File: src/design/ltri_pkg.sv
// Shared types, constants and the micro-op program of the trilateration solver.
// Used by ltri_mac, ltri_div and least_squares_trilateration_2d; no dependencies.
`timescale 1ns / 1ps

package ltri_pkg;

  // Widths of the data path.
  localparam int unsigned WORD_W   = 128;
  localparam int unsigned MPLR_W   = 64;
  localparam int unsigned NBITS_W  = 6;
  localparam int unsigned ADDR_W   = 5;
  localparam int unsigned RF_DEPTH = 27;
  localparam int unsigned POS_W    = 24;
  localparam int unsigned COORD_W  = 16;
  localparam int unsigned DIST_W   = 16;
  localparam int unsigned NUM_REGS = 6;
  localparam int unsigned NUM_ANCHORS = 3;

  // Input actions.
  localparam logic ACT_STORE    = 1'b0;
  localparam logic ACT_ESTIMATE = 1'b1;

  // Register file addresses.
  localparam logic [ADDR_W-1:0] R_X0  = 5'd0;
  localparam logic [ADDR_W-1:0] R_Y0  = 5'd1;
  localparam logic [ADDR_W-1:0] R_X1  = 5'd2;
  localparam logic [ADDR_W-1:0] R_Y1  = 5'd3;
  localparam logic [ADDR_W-1:0] R_X2  = 5'd4;
  localparam logic [ADDR_W-1:0] R_Y2  = 5'd5;
  localparam logic [ADDR_W-1:0] R_D0  = 5'd6;
  localparam logic [ADDR_W-1:0] R_D1  = 5'd7;
  localparam logic [ADDR_W-1:0] R_D2  = 5'd8;
  localparam logic [ADDR_W-1:0] R_TWO = 5'd9;
  localparam logic [ADDR_W-1:0] R_A0  = 5'd10;
  localparam logic [ADDR_W-1:0] R_A1  = 5'd11;
  localparam logic [ADDR_W-1:0] R_A2  = 5'd12;
  localparam logic [ADDR_W-1:0] R_B0  = 5'd13;
  localparam logic [ADDR_W-1:0] R_B1  = 5'd14;
  localparam logic [ADDR_W-1:0] R_B2  = 5'd15;
  localparam logic [ADDR_W-1:0] R_C0  = 5'd16;
  localparam logic [ADDR_W-1:0] R_C1  = 5'd17;
  localparam logic [ADDR_W-1:0] R_C2  = 5'd18;
  localparam logic [ADDR_W-1:0] R_M00 = 5'd19;
  localparam logic [ADDR_W-1:0] R_M01 = 5'd20;
  localparam logic [ADDR_W-1:0] R_M11 = 5'd21;
  localparam logic [ADDR_W-1:0] R_V0  = 5'd22;
  localparam logic [ADDR_W-1:0] R_V1  = 5'd23;
  localparam logic [ADDR_W-1:0] R_DET = 5'd24;
  localparam logic [ADDR_W-1:0] R_NX  = 5'd25;
  localparam logic [ADDR_W-1:0] R_NY  = 5'd26;
  localparam logic [ADDR_W-1:0] LOAD_LAST = R_TWO;

  localparam int unsigned OP_W     = 6;
  localparam logic [OP_W-1:0] OP_LAST = 6'd50;

  // One micro-op: dst = (clr ? 0 : dst) +/- x * y, over nbits multiplier bits.
  typedef struct packed {
    logic [ADDR_W-1:0]  dst;
    logic [ADDR_W-1:0]  xa;
    logic [ADDR_W-1:0]  ya;
    logic               clr;
    logic               sub;
    logic [NBITS_W-1:0] nbits;
  } ltri_op_t;

  // Command handed to the multiply-accumulate unit.
  typedef struct packed {
    logic [WORD_W-1:0]  x;
    logic [WORD_W-1:0]  y;
    logic [NBITS_W-1:0] nbits;
    logic               clr;
    logic               sub;
  } ltri_mac_cmd_t;

  function automatic ltri_op_t mk(input logic [ADDR_W-1:0] dst, input logic [ADDR_W-1:0] xa,
                                  input logic [ADDR_W-1:0] ya, input logic clr,
                                  input logic sub, input logic [NBITS_W-1:0] nbits);
    ltri_op_t o;
    o.dst = dst; o.xa = xa; o.ya = ya; o.clr = clr; o.sub = sub; o.nbits = nbits;
    return o;
  endfunction

  // Program: pair terms, right-hand sides, normal equations, determinant, numerators.
  function automatic ltri_op_t op_rom(input logic [OP_W-1:0] idx);
    ltri_op_t o;
    o = mk(R_NY, R_V0, R_M01, 1'b0, 1'b1, 6'd40);
    case (idx)
      6'd0:  o = mk(R_A0, R_X1, R_TWO, 1'b1, 1'b0, 6'd2);
      6'd1:  o = mk(R_A0, R_X0, R_TWO, 1'b0, 1'b1, 6'd2);
      6'd2:  o = mk(R_A1, R_X2, R_TWO, 1'b1, 1'b0, 6'd2);
      6'd3:  o = mk(R_A1, R_X0, R_TWO, 1'b0, 1'b1, 6'd2);
      6'd4:  o = mk(R_A2, R_X2, R_TWO, 1'b1, 1'b0, 6'd2);
      6'd5:  o = mk(R_A2, R_X1, R_TWO, 1'b0, 1'b1, 6'd2);
      6'd6:  o = mk(R_B0, R_Y1, R_TWO, 1'b1, 1'b0, 6'd2);
      6'd7:  o = mk(R_B0, R_Y0, R_TWO, 1'b0, 1'b1, 6'd2);
      6'd8:  o = mk(R_B1, R_Y2, R_TWO, 1'b1, 1'b0, 6'd2);
      6'd9:  o = mk(R_B1, R_Y0, R_TWO, 1'b0, 1'b1, 6'd2);
      6'd10: o = mk(R_B2, R_Y2, R_TWO, 1'b1, 1'b0, 6'd2);
      6'd11: o = mk(R_B2, R_Y1, R_TWO, 1'b0, 1'b1, 6'd2);
      6'd12: o = mk(R_C0, R_D0, R_D0, 1'b1, 1'b0, 6'd16);
      6'd13: o = mk(R_C0, R_D1, R_D1, 1'b0, 1'b1, 6'd16);
      6'd14: o = mk(R_C0, R_X1, R_X1, 1'b0, 1'b0, 6'd16);
      6'd15: o = mk(R_C0, R_X0, R_X0, 1'b0, 1'b1, 6'd16);
      6'd16: o = mk(R_C0, R_Y1, R_Y1, 1'b0, 1'b0, 6'd16);
      6'd17: o = mk(R_C0, R_Y0, R_Y0, 1'b0, 1'b1, 6'd16);
      6'd18: o = mk(R_C1, R_D0, R_D0, 1'b1, 1'b0, 6'd16);
      6'd19: o = mk(R_C1, R_D2, R_D2, 1'b0, 1'b1, 6'd16);
      6'd20: o = mk(R_C1, R_X2, R_X2, 1'b0, 1'b0, 6'd16);
      6'd21: o = mk(R_C1, R_X0, R_X0, 1'b0, 1'b1, 6'd16);
      6'd22: o = mk(R_C1, R_Y2, R_Y2, 1'b0, 1'b0, 6'd16);
      6'd23: o = mk(R_C1, R_Y0, R_Y0, 1'b0, 1'b1, 6'd16);
      6'd24: o = mk(R_C2, R_D1, R_D1, 1'b1, 1'b0, 6'd16);
      6'd25: o = mk(R_C2, R_D2, R_D2, 1'b0, 1'b1, 6'd16);
      6'd26: o = mk(R_C2, R_X2, R_X2, 1'b0, 1'b0, 6'd16);
      6'd27: o = mk(R_C2, R_X1, R_X1, 1'b0, 1'b1, 6'd16);
      6'd28: o = mk(R_C2, R_Y2, R_Y2, 1'b0, 1'b0, 6'd16);
      6'd29: o = mk(R_C2, R_Y1, R_Y1, 1'b0, 1'b1, 6'd16);
      6'd30: o = mk(R_M00, R_A0, R_A0, 1'b1, 1'b0, 6'd18);
      6'd31: o = mk(R_M00, R_A1, R_A1, 1'b0, 1'b0, 6'd18);
      6'd32: o = mk(R_M00, R_A2, R_A2, 1'b0, 1'b0, 6'd18);
      6'd33: o = mk(R_M01, R_B0, R_A0, 1'b1, 1'b0, 6'd18);
      6'd34: o = mk(R_M01, R_B1, R_A1, 1'b0, 1'b0, 6'd18);
      6'd35: o = mk(R_M01, R_B2, R_A2, 1'b0, 1'b0, 6'd18);
      6'd36: o = mk(R_M11, R_B0, R_B0, 1'b1, 1'b0, 6'd18);
      6'd37: o = mk(R_M11, R_B1, R_B1, 1'b0, 1'b0, 6'd18);
      6'd38: o = mk(R_M11, R_B2, R_B2, 1'b0, 1'b0, 6'd18);
      6'd39: o = mk(R_V0, R_C0, R_A0, 1'b1, 1'b0, 6'd18);
      6'd40: o = mk(R_V0, R_C1, R_A1, 1'b0, 1'b0, 6'd18);
      6'd41: o = mk(R_V0, R_C2, R_A2, 1'b0, 1'b0, 6'd18);
      6'd42: o = mk(R_V1, R_C0, R_B0, 1'b1, 1'b0, 6'd18);
      6'd43: o = mk(R_V1, R_C1, R_B1, 1'b0, 1'b0, 6'd18);
      6'd44: o = mk(R_V1, R_C2, R_B2, 1'b0, 1'b0, 6'd18);
      6'd45: o = mk(R_DET, R_M00, R_M11, 1'b1, 1'b0, 6'd40);
      6'd46: o = mk(R_DET, R_M01, R_M01, 1'b0, 1'b1, 6'd40);
      6'd47: o = mk(R_NX, R_V0, R_M11, 1'b1, 1'b0, 6'd40);
      6'd48: o = mk(R_NX, R_V1, R_M01, 1'b0, 1'b1, 6'd40);
      6'd49: o = mk(R_NY, R_V1, R_M00, 1'b1, 1'b0, 6'd40);
      default: o = mk(R_NY, R_V0, R_M01, 1'b0, 1'b1, 6'd40);
    endcase
    return o;
  endfunction

endpackage

File: src/design/ltri_mac.sv
// Shift-and-add multiply-accumulate unit shared by every product of the solver.
// Depends on ltri_pkg for widths and the command struct.
`timescale 1ns / 1ps

module ltri_mac (
  input  logic                           clk_i,
  input  logic                           rst_ni,
  input  logic                           start_i,
  input  ltri_pkg::ltri_mac_cmd_t        cmd_i,
  output logic                           done_o,
  output logic [ltri_pkg::WORD_W-1:0]    result_o
);
  import ltri_pkg::*;

  localparam logic [1:0] ST_IDLE = 2'd0;
  localparam logic [1:0] ST_RUN  = 2'd1;
  localparam logic [1:0] ST_FIN  = 2'd2;

  logic [1:0]         state_q, state_d;
  logic [NBITS_W-1:0] cnt_q, cnt_d;
  logic [WORD_W-1:0]  mcand_q, mcand_d;
  logic [MPLR_W-1:0]  mplr_q, mplr_d;
  logic [WORD_W-1:0]  prod_q, prod_d;
  logic [WORD_W-1:0]  acc_q, acc_d;
  logic               neg_q, neg_d;
  logic               clr_q, clr_d;
  logic [WORD_W-1:0]  y_mag;
  logic [WORD_W-1:0]  acc_base;

  // Magnitude of the multiplier; its sign folds into the final add or subtract.
  assign y_mag    = cmd_i.y[WORD_W-1] ? (~cmd_i.y + 1'b1) : cmd_i.y;
  assign acc_base = clr_q ? '0 : acc_q;

  // Sequencer of one product: one multiplier bit per cycle.
  always_comb begin
    state_d = state_q;
    cnt_d   = cnt_q;
    mcand_d = mcand_q;
    mplr_d  = mplr_q;
    prod_d  = prod_q;
    acc_d   = acc_q;
    neg_d   = neg_q;
    clr_d   = clr_q;
    unique case (state_q)
      ST_IDLE: begin
        if (start_i) begin
          mcand_d = cmd_i.x;
          mplr_d  = y_mag[MPLR_W-1:0];
          cnt_d   = cmd_i.nbits;
          prod_d  = '0;
          neg_d   = cmd_i.y[WORD_W-1] ^ cmd_i.sub;
          clr_d   = cmd_i.clr;
          state_d = ST_RUN;
        end
      end
      ST_RUN: begin
        if (mplr_q[0]) begin
          prod_d = prod_q + mcand_q;
        end
        mcand_d = {mcand_q[WORD_W-2:0], 1'b0};
        mplr_d  = {1'b0, mplr_q[MPLR_W-1:1]};
        cnt_d   = cnt_q - 1'b1;
        if (cnt_q == NBITS_W'(1)) begin
          state_d = ST_FIN;
        end
      end
      ST_FIN: begin
        acc_d   = neg_q ? (acc_base - prod_q) : (acc_base + prod_q);
        state_d = ST_IDLE;
      end
      default: state_d = ST_IDLE;
    endcase
  end

  assign done_o   = (state_q == ST_FIN);
  assign result_o = acc_d;

  // Control state.
  always_ff @(posedge clk_i or negedge rst_ni) begin
    if (!rst_ni) begin
      state_q <= ST_IDLE;
      cnt_q   <= '0;
    end else begin
      state_q <= state_d;
      cnt_q   <= cnt_d;
    end
  end

  // Data path registers.
  always_ff @(posedge clk_i) begin
    mcand_q <= mcand_d;
    mplr_q  <= mplr_d;
    prod_q  <= prod_d;
    acc_q   <= acc_d;
    neg_q   <= neg_d;
    clr_q   <= clr_d;
  end

endmodule

File: config.mk
export PLATFORM = sky130hd
export DESIGN_NAME = ltri_mac
export DESIGN_NICKNAME = d
export VERILOG_FILES = /design/src/design/ltri_pkg.sv /design/src/design/ltri_mac.sv
export SDC_FILE = /design/constraint.sdc
export NUM_CORES = 2
export LEC_CHECK = 0
export BUFFER_PORTS_ARGS = -buffer_cell sky130_fd_sc_hd__buf_4
export CORE_ASPECT_RATIO = 1.1
export CORE_UTILIZATION = 55
export DETAILED_ROUTE_END_ITERATION = 7
export PLACE_DENSITY = 0.9
export SLEW_MARGIN = 20
export SYNTH_ARGS = -nofsm -noshare
export SYNTH_HDL_FRONTEND = slang
export SYNTH_SLANG_ARGS = --single-unit
File: constraint.sdc
create_clock -name clk_i -period 5.97 [get_ports clk_i]
set_input_delay 0.2985 -clock clk_i [delete_from_list [all_inputs] [get_ports clk_i]]
set_output_delay 0.2985 -clock clk_i [all_outputs]
set_load 0.05 [all_outputs]
Word level (Yosys, flattened, before mapping)

Cells that the tools add are included.

$add $sub $neg: 5
Multipliers: 0
Divide/modulo/power cells: 0
$lt $le $gt $ge: 0
Equal/unequal tests: 6
Shift operators: 0
Muxes and demuxes: 16
Bitwise operators: 2
Reduce and logical (&&, ||, !) cells: 6

Operators with widths:

| cell                                              | number |
|---|---|
| 2-to-1 mux 128 bit                                | 6 |
| case mux 128 bit (2 select lines)                 | 2 |
| adder 128 bit                                     | 2 |
| 2-to-1 mux 64 bit                                 | 2 |
| case mux 64 bit (2 select lines)                  | 1 |
| subtractor 128 bit                                | 1 |
| adder 64 x 1 -> 64 bit (second input constant)    | 1 |
| inverter 64 bit                                   | 1 |
| case mux 6 bit (2 select lines)                   | 1 |
| == test 6 x 1 -> 1 bit (second input constant)    | 1 |
| 2-to-1 mux 6 bit                                  | 1 |
| inequality test 2 bit (second input constant)     | 3 |
| AND reduction 2 bit                               | 3 |
| subtractor 6 x 1 -> 6 bit (second input constant) | 1 |
| 2-to-1 mux 2 bit                                  | 2 |
| case mux 2 bit (2 select lines)                   | 1 |
| AND reduction 3 bit                               | 1 |
| == test 2 x 1 -> 1 bit (second input constant)    | 1 |
| == test 2 bit (second input constant)             | 1 |
| zero test 2 bit                                   | 1 |
| nonzero test 2 bit                                | 1 |
| bitwise XOR 1 bit                                 | 1 |

Bits in registers: 458
Latch bits: 0
RAM bits: 0
ROM bits: 0
Input port bits: 267
Word-level logic and storage cells: 43
Memories: 0

Longest topological paths before layout

Word-level depth: 5
Mapped depth: 29

Worst setup path after synthesis

OpenSTA, ideal clock, no wires.

Path type: reg2out
Start point: register prod_q[22]
End point: output port result_o[124] (netlist name)
Data arrival time: 6089 ps
Slack: -418 ps
Cell stages (with the launch flop): 26
Buffers on the path: 1
Cells stage by stage: edfxtp_1 or3_1 or4_4 nor3b_2 and3_1 nand3_2 nor3_1 nand3_1 nor2_1 a21oi_1 xnor2_1 ha_1 clkbuf_1 a21oi_1 o21ai_1 a21oi_1 nor3_1 o31a_1 a211oi_1 a21bo_2 a31o_2 a21oi_2 nor2_1 a2111oi_2 mux2i_1 o21ai_1

Cells in the longest elaborated chain, start to end: 3
Elaborated cells on any way between the ends: 4
Those cells by class: add/sub: 2; mux: 2

RTL lines:

| element                                                    | RTL line       | RTL |
|---|---|---|
| start: declaration                                         | ltri_mac.sv:23 | `logic [WORD_W-1:0] prod_q, prod_d;` |
| start signal: assignment                                   | ltri_mac.sv:93 | `prod_q <= prod_d;` |
| adder 128 bit / subtractor 128 bit (equally long branches) | ltri_mac.sv:68 | `acc_d = neg_q ? (acc_base - prod_q) : (acc_base + prod_q);` |
| 2-to-1 mux 128 bit *                                       | ltri_mac.sv:68 |  |
| 2-to-1 mux 128 bit *                                       | ltri_mac.sv:44 | `unique case (state_q)` |
| end: declaration                                           | ltri_mac.sv:11 | `output logic [ltri_pkg::WORD_W-1:0] result_o` |

Every way passes the cells marked *; elsewhere a longest branch is shown, timed or not.

Final worst setup path

Start point: register prod_q[22]
End point: output port result_o[96] (netlist name)

The elaborated chain is that of the path after synthesis.

==> impl_metrics.tcl <==
set metrics [dict create \
    slew_viol_final 0 \
    startpoint_type "register" \
    p_switching_mw 17.0 \
    wl_per_cell_um 21.4 \
    htree_levels 2 \
    pwr-share-clk_pct 10.3 \
    synth_seq_cells 458 \
    p_leak_nw 22.6 \
    grt_pass1_wl_um 212000 \
    worstPathMaxFanout 3 \
    crit_type "register to output pin" \
    cp.required_ns 5.67 \
    num_io_pins 396 \
    fin_skew_ns 0.0207 \
    rows 100 \
    synth_most_common_cell "nand2_1" \
    synth.area.top_cells "edfxtp_1 25%, nand2_1 8.6%, ha_1 8.5%" \
    grt_pass1_vias 39200 \
    syn_nets 5321 \
    place_hpwl_um 100000 \
    power_density_mw_per_mm2 674 \
    cp_data_arrival_time_ns 6.55 \
    ir_worst_vdd_mv 0.464 \
    die_h_um 278 \
    grt_antenna_before_repair 3 \
    die_w_um 253 \
    die_area_mm2 0.0701 \
    dp.cells 6337 \
    synth_area_mm2 0.0380 \
    cts_buffers 53 \
    yosys_warnings 0 \
    fin_util_pct 75.0 \
    clk_pin_slew_ns 0.06 \
    crit_family "simple AND/OR/NAND/NOR gates" \
    max_stage_delay_ns 0.45 \
    netlist.area_leader.share_pct 25.5 \
    n_fill_cell 4627 \
    path_buf_inv 11 \
    hold_class "input port to register" \
    pwr-share-seq_pct 21.0 \
    port_buffers 332 \
    clkLatencyLatePin_ns 0.65 \
    wirelength_um 143000 \
    synth_edf_count 322 \
    timing.final.crit_share_pct 115 \
    max_slew_margin_pct 24.1 \
    yosysUniqueCellTypes 98 \
    synth-main-ff-cell "edfxtp_1" \
    avgSynthCellArea_um2 7.92 \
    worst_slack_ns -0.877 \
    violations "setup timing" \
    tns_ns -28.85 \
    power_frac_comb_pct 68.7 \
    grt_overflow 0 \
    synthArstFlopShare_pct 1.75 \
    postRouteAntennaNets 0 \
    start_util_pct 55.9 \
    rsz0062_at_grt "yes" \
    p_sw_share_pct 49.4 \
    tightestPinTransition_ns 1.14 \
    grt_max_degree 262 \
    clk_path_buf_depth 3 \
    p_int_mw 17.4 \
    coreArea_mm2 0.0679 \
    synth-seq-area-share_pct 32.7 \
    place.gp.congestion 1.01 \
    finalNetCount 6218 \
    synth_cells 4794 \
    avgViaCountPerCell 6.23 \
    yosysTopAreaCell "edfxtp_1" \
    cts_root_buffer "clkbuf_16" \
    num_vias 41500 \
    critical_path.slowest_cell "or4_4" \
    syn_to_final_growth_pct 34.2 \
    dr.pass1.iters 6 \
    grtUsageTotal_pct 38.2 \
    final_layout_size_suffix_gt1_share_pct 25.3 \
    diodes 0 \
    endpoint_kind "output pin" \
    drt-initial-drc-count 4701 \
    hold_slack_ns 0.00227 \
    max_freq_mhz 146 \
    status "complete, but fails checks" \
    drc_errors 0 \
    tritoncts "built" \
    finalHoldViolCount 0 \
    setup_viol 66 \
    finalCriticalPeriod_ns 6.85 \
    maxCapViolCount 0 \
    synth_common_cells "870 x nand2_1, 446 x a21oi_1, 411 x nor2_1" \
    cp_common_cell "buf_4" \
    fin_cells 6654 \
    cts.sinks 458 \
    preCtsSetupSlack_ns -0.626 \
]
[worst register-to-register path: cells and delay by family (launching register included)]
| family | cells | cell delay [ns] |
|---|---|---|
| AOI/OAI and AO/OA | 5 | 0.89 |
| DFF | 1 | 0.44 |
| adders and majority gates | 1 | 0.34 |
| xor gates and xnor gates | 2 | 0.30 |
| and+or+nand+nor | 12 | 2.56 |
| buffers and inverters | 11 | 1.33 |
[placed cells by master (no fill, tap or decap), drive strengths merged, types with 107 or more instances in the layout]
cell type / netlist / routed
inv: 103 / 108
ha: 258 / 258
nor2b: 160 / 160
nand2: 870 / 870
a21o: 156 / 156
nand4: 112 / 112
nor2: 412 / 412
a21oi: 447 / 447
nor3: 107 / 107
buf: 16 / 994
xor2: 177 / 177
xnor2: 252 / 252
o21ai: 394 / 394
edfxtp: 322 / 322
dfxtp: 128 / 128
[path summary, 6_finish.rpt]
check / from / to / slack (ns) / depth (start not counted)
max in group asynchronous: rst_ni / cnt_q[1]$_DFFE_PN0P_ / 5.76 / 2
worst min-delay path: cmd_i[189] / mcand_q[53]$_DFFE_PP_ / 0.002 / 3
worst max-delay path: prod_q[22]$_SDFFCE_PN0P_ / result_o[96] / -0.88 / 31
worst max register to register: prod_q[22]$_SDFFCE_PN0P_ / acc_q[96]$_DFF_P_ / 0 / 31
worst min register to register: acc_q[90]$_DFF_P_ / acc_q[90]$_DFF_P_ / 0.47 / 2
min in group asynchronous: rst_ni / cnt_q[5]$_DFFE_PN0P_ / 0.07 / 2
[cell type report]
cell class | instances | area, um^2 | area share [%]
Multi-Input combinational cell | 3984 | 26200 | 51.3
Sequential cell | 458 | 12400 | 24.4
Timing Repair Buffer | 1091 | 8980 | 17.6
Clock buffer | 65 | 1420 | 2.79
Tap cell | 918 | 1150 | 2.25
Clock inverter | 35 | 419 | 0.822
Inverter | 103 | 394 | 0.773
[power groups by stage]
stage                     Sequential, mW  Combinational (mW)  Clock (mW)
after floorplan                     6.80                14.3           0
after global placement              6.99                20.6           0
after detailed placement            7.05                21.0           0
after CTS                           7.05                22.0        3.53
after global routing                7.29                25.4        3.65
final                               7.21                23.6        3.54
[routing by layer]
metal | global-route usage, % | share of wire [%] | up-vias | routed length, um
li1 | - | - | 18900 | -
met1 | 47.4 | 37 | 19400 | 53100
met2 | 63.6 | 47 | 2599 | 66700
met3 | 6.89 | 10 | 590 | 14500
met4 | 18.3 | 5.8 | 6 | 8330
met5 | 0 | 0.024 | - | 34
[metrics by stage]
| step | cell area, um^2 | total power [mW] |
|---|---|---|
| 6_report | 51000 | 34.4 |
| 5_1_grt | 51000 | 36.3 |
| 4_1_cts | 49400 | 32.6 |
| 3_5_place_dp | 44900 | 28.1 |
| 3_3_place_gp | 44900 | 27.6 |
| 2_1_floorplan | 38000 | 21.1 |
[sequential cells by signal, indices dropped and copies added, names as in the netlist]
name / flops
mcand_q: 128
neg_q: 1
cnt_q: 6
acc_q: 128
prod_q: 128
mplr_q: 64
state_q: 2
clr_q: 1
[repair_timing]
item | CTS | global route
pin swaps | 116 | 123
hold buffers | 97 | 0
buffers inserted | 70 | 64
setup endpoints to repair | 92 | 92
endpoints found under the hold margin | 104 | 0
resized for setup | 292 | 279
[cell families after synthesis]
| group | count (synthesis) | synth area share (%) |
|---|---|---|
| flops | 458 | 32.7 |
| simple gates | 1954 | 23.9 |
| buf+inv | 352 | 3.49 |
| compound gates | 1335 | 21.2 |
| mux | 6 | 0.158 |
| fa+ha+maj | 260 | 8.61 |
| xor+xnor | 429 | 9.92 |
(Power assumes the default switching activity.)
