**src/design/ltri_pkg.sv**
```systemverilog
// Shared types, constants and the micro-op program of the trilateration solver.
// Used by ltri_mac, ltri_div and least_squares_trilateration_2d; no dependencies.
`timescale 1ns / 1ps

package ltri_pkg;

  // Widths of the data path.
  localparam int unsigned WORD_W   = 128;
  localparam int unsigned MPLR_W   = 64;
  localparam int unsigned NBITS_W  = 6;
  localparam int unsigned ADDR_W   = 5;
  localparam int unsigned RF_DEPTH = 27;
  localparam int unsigned POS_W    = 24;
  localparam int unsigned COORD_W  = 16;
  localparam int unsigned DIST_W   = 16;
  localparam int unsigned NUM_REGS = 6;
  localparam int unsigned NUM_ANCHORS = 3;

  // Input actions.
  localparam logic ACT_STORE    = 1'b0;
  localparam logic ACT_ESTIMATE = 1'b1;

  // Register file addresses.
  localparam logic [ADDR_W-1:0] R_X0  = 5'd0;
  localparam logic [ADDR_W-1:0] R_Y0  = 5'd1;
  localparam logic [ADDR_W-1:0] R_X1  = 5'd2;
  localparam logic [ADDR_W-1:0] R_Y1  = 5'd3;
  localparam logic [ADDR_W-1:0] R_X2  = 5'd4;
  localparam logic [ADDR_W-1:0] R_Y2  = 5'd5;
  localparam logic [ADDR_W-1:0] R_D0  = 5'd6;
  localparam logic [ADDR_W-1:0] R_D1  = 5'd7;
  localparam logic [ADDR_W-1:0] R_D2  = 5'd8;
  localparam logic [ADDR_W-1:0] R_TWO = 5'd9;
  localparam logic [ADDR_W-1:0] R_A0  = 5'd10;
  localparam logic [ADDR_W-1:0] R_A1  = 5'd11;
  localparam logic [ADDR_W-1:0] R_A2  = 5'd12;
  localparam logic [ADDR_W-1:0] R_B0  = 5'd13;
  localparam logic [ADDR_W-1:0] R_B1  = 5'd14;
  localparam logic [ADDR_W-1:0] R_B2  = 5'd15;
  localparam logic [ADDR_W-1:0] R_C0  = 5'd16;
  localparam logic [ADDR_W-1:0] R_C1  = 5'd17;
  localparam logic [ADDR_W-1:0] R_C2  = 5'd18;
  localparam logic [ADDR_W-1:0] R_M00 = 5'd19;
  localparam logic [ADDR_W-1:0] R_M01 = 5'd20;
  localparam logic [ADDR_W-1:0] R_M11 = 5'd21;
  localparam logic [ADDR_W-1:0] R_V0  = 5'd22;
  localparam logic [ADDR_W-1:0] R_V1  = 5'd23;
  localparam logic [ADDR_W-1:0] R_DET = 5'd24;
  localparam logic [ADDR_W-1:0] R_NX  = 5'd25;
  localparam logic [ADDR_W-1:0] R_NY  = 5'd26;
  localparam logic [ADDR_W-1:0] LOAD_LAST = R_TWO;

  localparam int unsigned OP_W     = 6;
  localparam logic [OP_W-1:0] OP_LAST = 6'd50;

  // One micro-op: dst = (clr ? 0 : dst) +/- x * y, over nbits multiplier bits.
  typedef struct packed {
    logic [ADDR_W-1:0]  dst;
    logic [ADDR_W-1:0]  xa;
    logic [ADDR_W-1:0]  ya;
    logic               clr;
    logic               sub;
    logic [NBITS_W-1:0] nbits;
  } ltri_op_t;

  // Command handed to the multiply-accumulate unit.
  typedef struct packed {
    logic [WORD_W-1:0]  x;
    logic [WORD_W-1:0]  y;
    logic [NBITS_W-1:0] nbits;
    logic               clr;
    logic               sub;
  } ltri_mac_cmd_t;

  function automatic ltri_op_t mk(input logic [ADDR_W-1:0] dst, input logic [ADDR_W-1:0] xa,
                                  input logic [ADDR_W-1:0] ya, input logic clr,
                                  input logic sub, input logic [NBITS_W-1:0] nbits);
    ltri_op_t o;
    o.dst = dst; o.xa = xa; o.ya = ya; o.clr = clr; o.sub = sub; o.nbits = nbits;
    return o;
  endfunction

  // Program: pair terms, right-hand sides, normal equations, determinant, numerators.
  function automatic ltri_op_t op_rom(input logic [OP_W-1:0] idx);
    ltri_op_t o;
    o = mk(R_NY, R_V0, R_M01, 1'b0, 1'b1, 6'd40);
    case (idx)
      6'd0:  o = mk(R_A0, R_X1, R_TWO, 1'b1, 1'b0, 6'd2);
      6'd1:  o = mk(R_A0, R_X0, R_TWO, 1'b0, 1'b1, 6'd2);
      6'd2:  o = mk(R_A1, R_X2, R_TWO, 1'b1, 1'b0, 6'd2);
      6'd3:  o = mk(R_A1, R_X0, R_TWO, 1'b0, 1'b1, 6'd2);
      6'd4:  o = mk(R_A2, R_X2, R_TWO, 1'b1, 1'b0, 6'd2);
      6'd5:  o = mk(R_A2, R_X1, R_TWO, 1'b0, 1'b1, 6'd2);
      6'd6:  o = mk(R_B0, R_Y1, R_TWO, 1'b1, 1'b0, 6'd2);
      6'd7:  o = mk(R_B0, R_Y0, R_TWO, 1'b0, 1'b1, 6'd2);
      6'd8:  o = mk(R_B1, R_Y2, R_TWO, 1'b1, 1'b0, 6'd2);
      6'd9:  o = mk(R_B1, R_Y0, R_TWO, 1'b0, 1'b1, 6'd2);
      6'd10: o = mk(R_B2, R_Y2, R_TWO, 1'b1, 1'b0, 6'd2);
      6'd11: o = mk(R_B2, R_Y1, R_TWO, 1'b0, 1'b1, 6'd2);
      6'd12: o = mk(R_C0, R_D0, R_D0, 1'b1, 1'b0, 6'd16);
      6'd13: o = mk(R_C0, R_D1, R_D1, 1'b0, 1'b1, 6'd16);
      6'd14: o = mk(R_C0, R_X1, R_X1, 1'b0, 1'b0, 6'd16);
      6'd15: o = mk(R_C0, R_X0, R_X0, 1'b0, 1'b1, 6'd16);
      6'd16: o = mk(R_C0, R_Y1, R_Y1, 1'b0, 1'b0, 6'd16);
      6'd17: o = mk(R_C0, R_Y0, R_Y0, 1'b0, 1'b1, 6'd16);
      6'd18: o = mk(R_C1, R_D0, R_D0, 1'b1, 1'b0, 6'd16);
      6'd19: o = mk(R_C1, R_D2, R_D2, 1'b0, 1'b1, 6'd16);
      6'd20: o = mk(R_C1, R_X2, R_X2, 1'b0, 1'b0, 6'd16);
      6'd21: o = mk(R_C1, R_X0, R_X0, 1'b0, 1'b1, 6'd16);
      6'd22: o = mk(R_C1, R_Y2, R_Y2, 1'b0, 1'b0, 6'd16);
      6'd23: o = mk(R_C1, R_Y0, R_Y0, 1'b0, 1'b1, 6'd16);
      6'd24: o = mk(R_C2, R_D1, R_D1, 1'b1, 1'b0, 6'd16);
      6'd25: o = mk(R_C2, R_D2, R_D2, 1'b0, 1'b1, 6'd16);
      6'd26: o = mk(R_C2, R_X2, R_X2, 1'b0, 1'b0, 6'd16);
      6'd27: o = mk(R_C2, R_X1, R_X1, 1'b0, 1'b1, 6'd16);
      6'd28: o = mk(R_C2, R_Y2, R_Y2, 1'b0, 1'b0, 6'd16);
      6'd29: o = mk(R_C2, R_Y1, R_Y1, 1'b0, 1'b1, 6'd16);
      6'd30: o = mk(R_M00, R_A0, R_A0, 1'b1, 1'b0, 6'd18);
      6'd31: o = mk(R_M00, R_A1, R_A1, 1'b0, 1'b0, 6'd18);
      6'd32: o = mk(R_M00, R_A2, R_A2, 1'b0, 1'b0, 6'd18);
      6'd33: o = mk(R_M01, R_B0, R_A0, 1'b1, 1'b0, 6'd18);
      6'd34: o = mk(R_M01, R_B1, R_A1, 1'b0, 1'b0, 6'd18);
      6'd35: o = mk(R_M01, R_B2, R_A2, 1'b0, 1'b0, 6'd18);
      6'd36: o = mk(R_M11, R_B0, R_B0, 1'b1, 1'b0, 6'd18);
      6'd37: o = mk(R_M11, R_B1, R_B1, 1'b0, 1'b0, 6'd18);
      6'd38: o = mk(R_M11, R_B2, R_B2, 1'b0, 1'b0, 6'd18);
      6'd39: o = mk(R_V0, R_C0, R_A0, 1'b1, 1'b0, 6'd18);
      6'd40: o = mk(R_V0, R_C1, R_A1, 1'b0, 1'b0, 6'd18);
      6'd41: o = mk(R_V0, R_C2, R_A2, 1'b0, 1'b0, 6'd18);
      6'd42: o = mk(R_V1, R_C0, R_B0, 1'b1, 1'b0, 6'd18);
      6'd43: o = mk(R_V1, R_C1, R_B1, 1'b0, 1'b0, 6'd18);
      6'd44: o = mk(R_V1, R_C2, R_B2, 1'b0, 1'b0, 6'd18);
      6'd45: o = mk(R_DET, R_M00, R_M11, 1'b1, 1'b0, 6'd40);
      6'd46: o = mk(R_DET, R_M01, R_M01, 1'b0, 1'b1, 6'd40);
      6'd47: o = mk(R_NX, R_V0, R_M11, 1'b1, 1'b0, 6'd40);
      6'd48: o = mk(R_NX, R_V1, R_M01, 1'b0, 1'b1, 6'd40);
      6'd49: o = mk(R_NY, R_V1, R_M00, 1'b1, 1'b0, 6'd40);
      default: o = mk(R_NY, R_V0, R_M01, 1'b0, 1'b1, 6'd40);
    endcase
    return o;
  endfunction

endpackage

```
**src/design/ltri_div.sv**
```systemverilog
// Restoring divider, one quotient bit per cycle, with truncation toward zero
// and saturation to the 24-bit position range. Depends on ltri_pkg.
`timescale 1ns / 1ps

module ltri_div (
  input  logic                          clk_i,
  input  logic                          rst_ni,
  input  logic                          start_i,
  input  logic [ltri_pkg::WORD_W-1:0]   num_i,
  input  logic [ltri_pkg::WORD_W-1:0]   den_i,
  output logic                          done_o,
  output logic [ltri_pkg::POS_W-1:0]    quot_o
);
  import ltri_pkg::*;

  localparam logic [1:0] ST_IDLE = 2'd0;
  localparam logic [1:0] ST_RUN  = 2'd1;
  localparam logic [1:0] ST_FIN  = 2'd2;
  localparam int unsigned CNT_W  = $clog2(WORD_W);
  localparam logic [POS_W-1:0] POS_MAX = {1'b0, {(POS_W-1){1'b1}}};
  localparam logic [POS_W-1:0] POS_MIN_MAG = {1'b1, {(POS_W-1){1'b0}}};

  logic [1:0]        state_q, state_d;
  logic [CNT_W-1:0]  cnt_q, cnt_d;
  logic [WORD_W-1:0] nmag_q, nmag_d;
  logic [WORD_W-1:0] dmag_q, dmag_d;
  logic [WORD_W-1:0] rem_q, rem_d;
  logic [WORD_W-1:0] quot_q, quot_d;
  logic              neg_q, neg_d;
  logic [WORD_W-1:0] rem_sh;
  logic              fits;
  logic              hi_any;
  logic [POS_W-1:0]  mag;

  assign rem_sh = {rem_q[WORD_W-2:0], nmag_q[WORD_W-1]};
  assign fits   = (rem_sh >= dmag_q);

  // One quotient bit per cycle, most significant first.
  always_comb begin
    state_d = state_q;
    cnt_d   = cnt_q;
    nmag_d  = nmag_q;
    dmag_d  = dmag_q;
    rem_d   = rem_q;
    quot_d  = quot_q;
    neg_d   = neg_q;
    unique case (state_q)
      ST_IDLE: begin
        if (start_i) begin
          nmag_d  = num_i[WORD_W-1] ? (~num_i + 1'b1) : num_i;
          dmag_d  = den_i[WORD_W-1] ? (~den_i + 1'b1) : den_i;
          neg_d   = num_i[WORD_W-1] ^ den_i[WORD_W-1];
          rem_d   = '0;
          quot_d  = '0;
          cnt_d   = '1;
          state_d = ST_RUN;
        end
      end
      ST_RUN: begin
        rem_d  = fits ? (rem_sh - dmag_q) : rem_sh;
        quot_d = {quot_q[WORD_W-2:0], fits};
        nmag_d = {nmag_q[WORD_W-2:0], 1'b0};
        cnt_d  = cnt_q - 1'b1;
        if (cnt_q == '0) begin
          state_d = ST_FIN;
        end
      end
      ST_FIN: state_d = ST_IDLE;
      default: state_d = ST_IDLE;
    endcase
  end

  // Saturate the magnitude, then apply the sign.
  assign hi_any = |quot_q[WORD_W-1:POS_W];
  always_comb begin
    if (neg_q) begin
      mag    = (hi_any || (quot_q[POS_W-1:0] > POS_MIN_MAG)) ? POS_MIN_MAG
                                                              : quot_q[POS_W-1:0];
      quot_o = ~mag + 1'b1;
    end else begin
      mag    = (hi_any || quot_q[POS_W-1]) ? POS_MAX : quot_q[POS_W-1:0];
      quot_o = mag;
    end
  end

  assign done_o = (state_q == ST_FIN);

  // Control state.
  always_ff @(posedge clk_i or negedge rst_ni) begin
    if (!rst_ni) begin
      state_q <= ST_IDLE;
      cnt_q   <= '0;
    end else begin
      state_q <= state_d;
      cnt_q   <= cnt_d;
    end
  end

  // Data path registers.
  always_ff @(posedge clk_i) begin
    nmag_q <= nmag_d;
    dmag_q <= dmag_d;
    rem_q  <= rem_d;
    quot_q <= quot_d;
    neg_q  <= neg_d;
  end

endmodule

```
**config.mk**
```make
export PLATFORM = sky130hd
export DESIGN_NAME = ltri_div
export DESIGN_NICKNAME = d
export VERILOG_FILES = /design/src/design/ltri_pkg.sv /design/src/design/ltri_div.sv
export SDC_FILE = /design/constraint.sdc
export NUM_CORES = 1
export LEC_CHECK = 0
export ABC_AREA = 0
export CAP_MARGIN = 10
export CORE_MARGIN = 3
export CORE_UTILIZATION = 35
export DETAILED_ROUTE_END_ITERATION = 10
export DONT_BUFFER_PORTS = 1
export PLACE_DENSITY = 0.58
export SKIP_LAST_GASP = 1
export SLEW_MARGIN = 20
export SYNTH_ARGS = -nofsm -noshare
export SYNTH_HDL_FRONTEND = slang
export SYNTH_SLANG_ARGS = --single-unit
export TNS_END_PERCENT = 1
```
**constraint.sdc**
```tcl
create_clock -name clk_i -period 26.2 [get_ports clk_i]
set_input_delay 2.62 -clock clk_i [delete_from_list [all_inputs] [get_ports clk_i]]
set_output_delay 2.62 -clock clk_i [all_outputs]
set_load 0.05 [all_outputs]
```
## Word level (Yosys, flattened, before mapping)

Cells that the tools add are included.

| cells by class | value |
|---|---|
| $add $sub $neg | 5 |
| magnitude comparators | 2 |
| eq/ne operators | 4 |
| mux-type cells | 16 |
| bitwise gates (word level) | 4 |
| reduce and logical (&&, ||, !) cells | 9 |

Operator list:

| operator | count |
|---|---|
| $pmux 128 s2 | 2 |
| $mux 128 | 3 |
| $add 128x1->128 const B | 2 |
| $not 128->128 | 2 |
| $mux 127 | 2 |
| $pmux 127 s2 | 1 |
| $ge 128x128->1 | 1 |
| $sub 127x127->127 | 1 |
| $reduce_or 104->1 | 1 |
| $mux 24 | 3 |
| $add 24x1->24 const B | 1 |
| $gt 24x24->1 const B | 1 |
| $not 24->24 | 1 |
| $pmux 7 s2 | 1 |
| $logic_not 7->1 | 1 |
| $mux 7 | 1 |
| $sub 7x1->7 const B | 1 |
| $reduce_and 2->1 | 3 |
| $mux 2 | 2 |
| $ne 2x2->1 const B | 2 |
| $pmux 2 s2 | 1 |
| $eq 2x1->1 const B | 1 |
| $eq 2x2->1 const B | 1 |
| $logic_not 2->1 | 1 |
| other kinds (3) | 4 |

| word-level totals | value |
|---|---|
| register bits | 521 |
| bits of input ports | 259 |
| output and inout port bits | 25 |
| logic and storage cells | 48 |

## Logic depth before layout (Yosys ltp)

| logic depth | value |
|---|---|
| word-level depth | 6 |
| mapped depth | 16 |
| depth with buffers taken out | 14 |

## Least setup slack after synthesis

Ideal clock, no wire load.

| timing | value |
|---|---|
| kind | input -> register |
| start | input port start_i |
| end | register cnt_q[0] |
| setup time | 0.176 ns |
| arrival time | 20.463 ns |
| data required time | 26.024 ns |
| path slack | 5.561 ns |
| cell stages on the path | 3 |
| path buffers | 0 |
| path through | nor2_1 nor2_1 mux2_2 |

| between the ends | value |
|---|---|
| word-level cells in the longest chain between the ends | 2 |

Ends and longest elaborated chain:

| item | RTL line | source |
|---|---|---|
| start, declared | ltri_div.sv:8 | `input logic start_i,` |
| $ne 2x2->1 (no line) | n/a |  |
| $reduce_and 2->1 (no line) | n/a |  |
| end signal, assigned | ltri_div.sv:95 | `cnt_q <= cnt_d;` |
| end, declared | ltri_div.sv:24 | `logic [CNT_W-1:0] cnt_q, cnt_d;` |

No other way between the ends.
A chain may end at the register's enable or synchronous reset.

## Worst setup path after layout

| timing | value |
|---|---|
| start | register quot_q[2] |
| end | output port quot_o[8] (netlist bit) |

| between the ends | value |
|---|---|
| word-level cells in the longest chain between the ends | 6 |

Ends and longest elaborated chain:

| item | RTL line | source |
|---|---|---|
| start, declared | ltri_div.sv:28 | `logic [WORD_W-1:0] quot_q, quot_d;` |
| start signal, assigned | ltri_div.sv:104 | `quot_q <= quot_d;` |
| $gt 24x24->1 | ltri_div.sv:77 | `mag = (hi_any \|\| (quot_q[POS_W-1:0] > POS_MIN_MAG)) ? POS_MIN_MAG` |
| $logic_or 1x1->1 | ltri_div.sv:77 |  |
| $mux 24 (*) | ltri_div.sv:77 |  |
| $not 24->24 (*) | ltri_div.sv:79 | `quot_o = ~mag + 1'b1;` |
| $add 24x1->24 (*) | ltri_div.sv:79 |  |
| $mux 24 (*) | ltri_div.sv:76 | `if (neg_q) begin` |
| end, declared | ltri_div.sv:12 | `output logic [ltri_pkg::POS_W-1:0] quot_o` |

Every way passes the cells marked *; elsewhere a longest branch is shown, timed or not.

==> run summary <==
P&R area growth vs syn: 9.61%
vias per inst: 5.66
PostCTS Resize Cnt: 0
Routed Antenna Nets: 0
global-route total usage across every layer: 0.202
crit path buf inv count: 0
slew at the pin with the worst max-slew slack: 1.16 ns
area occupied by multi-input gates: 0.0188 mm²
Vias: 29700
CTS clk-pin slew, worst paths: 0.06 ns
Setup Skew: 0.0316 ns
total global routing overflow: 0
H-tree Lvls: 3
final WL: 111 mm
PD cells: 107 mW/mm²
outcome: finished clean
initial core utilization: 0.355
register area: 0.0156 mm²
Critical-path top delay cell: a21oi_1
Leak Pwr: 14.5 nW
hold-fix buffers at CTS: 0
Tot Pwr: 4.21 mW
initial antenna violation count: 3
Synth Net Count: 4347
row count: 116
Clk Tree Root Cell: clkbuf_16
min Tclk post-route: 8.73 ns
Worst Hold Launch: cnt_q[5]
first-pass GRT wire length: 169 mm
core area: 0.101 mm²
gpl congestion: 0.951
ratio of cells with drive above 1 in the final layout: 0.0507
Sink Count: 521
Worst Path Max Fanout: 22
Post-synth EDFFs: 512
DIE HEIGHT: 326 µm
number of remaining DRC errors: 0
critical-path cell list: or3_1 > nor3_1 > nand3_1 > or4_1 > nor4_1 > nand3_1 > a21oi_1 > nand2_1 > ha_1 > o21a_1 > o21ai_0 > nand2_1 > a21oi_1
crit path kind: reg2out
I/O Buffers: 0
CP delay by family, top: simple AND/OR/NAND/NOR gates
Final Max Tran Viols: 0
wire per inst: 21.2 µm
TritonCTS clock tree: built
dpl hpwl: 82.6 mm
Netlist cell types: 76
Die ar.: 0.106 mm²
max cap viols: 0
Slew headroom: 0.232
Max Root-Sink Buffers: 3
max incr delay on CP: 0.90 ns
Peak Freq: 115 MHz
initial drt markers: 2545
final setup fails: 0
hold crit path type: reg2reg
IO Pins: 284
Synth Flop Type: edfxtp_1
Die Wd: 326 µm
TritonRoute pass-1 iters: 6
Tcrit/Tclk final: 0.333
Seq/Total Area, Yosys: 0.435
Post-CTS Setup Repair Bufs: 0
Worst-Skew Late Latency: 0.64 ns
crit start category: flop
FILL cells: 10100
CTS buffer count: 66
Yosys warnings: 0
Post-Syn Area per Cell: 9.06 µm²
commonest non-fill, non-tap cell in the layout: edfxtp_1
post-synthesis cell area: 0.0358 mm²
Max VDD drop: 0.0000609 V
setup slack at placement: 18.20 ns
unrepaired setup endpoints after global routing: no
crit path capture type: output pin
final hold vios: 0
worst setup margin: 17.47 ns
vias in the first global route: 28000
Synth Register Bits: 521
NumNets Final: 4232
crit path DAT: 6.11 ns
startpoint of the worst register-to-register path: nmag_q[127]
most frequent cells in the layout: edfxtp_1 (512), nand2_1 (508), a21oi_1 (339)
crit path launch: quot_q[2]
fraction of registers with async set/reset: 0.0173
Cells after Synth: 3954
TNS Setup: 0 ns
Worst EP required: 23.58 ns
largest net degree at the start of global routing: 167
[metal layers]
metal	wire length [µm]	track usage
met1	49900	0.278
met2	47200	0.299
met3	10000	0.0617
met4	4090	0.0772
met5	42	0
[final cells by class]
type | instances | area share
clock inverter | 41 | 0.0116
inverter | 192 | 0.0183
multi-input combinational | 3030 | 0.479
antenna | 2 | 0.000127
timing repair buffer | 28 | 0.00628
clock buffer | 77 | 0.0439
sequential | 521 | 0.397
tap | 1357 | 0.0432
[registers in the layout, indices dropped and copies added, names as in the netlist]
register	cells
dmag_q	128
quot_q	128
cnt_q	7
nmag_q	128
rem_q	127
state_q	2
neg_q	1
[final timing paths]
kind	slack, ns	depth (start not counted)	endpoint
min reg2reg	0.50	1	cnt_q[5]
min	0.50	1	cnt_q[5]
max reg2reg	20.15	15	rem_q[51]
max in group asynchronous	24.43	0	cnt_q[5]
min in group asynchronous	1.70	0	cnt_q[6]
max	17.47	13	quot_o[8]
[report_power, final]
| part | internal (mW) | leakage, nW | switching (mW) | total (mW) |
|---|---|---|---|---|
| clock | 0.553 | 1.06 | 0.386 | 0.939 |
| combinational | 0.673 | 7.96 | 1.11 | 1.78 |
| sequential | 1.34 | 5.45 | 0.155 | 1.49 |
| total | 2.56 | 14.5 | 1.65 | 4.21 |
[Yosys cell counts (4+ instances only)]
library cell,n,area share
o21ai_0,336,0.047
a311oi_1,4,0.00098
nor4_1,60,0.010
clkbuf_1,197,0.021
nand4_1,102,0.018
inv_1,192,0.020
buf_1,13,0.0014
a21boi_0,11,0.0023
a211oi_1,42,0.0088
o21a_1,32,0.0067
a31oi_1,17,0.0030
a221oi_1,7,0.0017
o31ai_1,82,0.017
nor2_1,238,0.025
a21o_1,71,0.015
nand2b_1,32,0.0056
o31a_1,7,0.0017
nor2b_1,15,0.0026
and2_1,131,0.023
and4_1,9,0.0022
o41ai_1,48,0.012
dfrtp_1,9,0.0063
or4b_2,4,0.0011
nor3_1,82,0.011
nand2_1,508,0.053
or2_2,24,0.0042
a41oi_1,4,0.00098
nand3_1,65,0.0091
o211a_1,4,0.0011
or4_4,5,0.0016
or3_1,75,0.013
xnor2_1,220,0.054
a21oi_1,340,0.047
xor2_1,141,0.034
ha_1,133,0.046
o311ai_0,11,0.0027
and3_1,12,0.0021
or4_1,49,0.010
o21bai_1,42,0.0088
edfxtp_1,512,0.43
o211ai_1,9,0.0019
[metrics by stage]
| step | util | cells | cell area, µm² | hold slack [ns] |
|---|---|---|---|---|
| after floorplan | - | 3954 | 35800 | 0.458 |
| after global placement | 0.367 | 5127 | 37100 | 0.478 |
| after detailed placement | 0.367 | 5127 | 37100 | 0.484 |
| after CTS | 0.389 | 5245 | 39200 | 0.491 |
| after global routing | 0.389 | 5246 | 39300 | 0.535 |
| final | 0.389 | 5248 | 39300 | 0.499 |
[cells by family after synthesis]
family,Yosys count,synth area share
compound gates,1095,0.186
buf+inv,403,0.0423
mux,6,0.00178
fa+ha+maj,134,0.0470
flops,521,0.435
simple gates,1434,0.199
xor+xnor,361,0.0882
(Power assumes the default switching activity.)
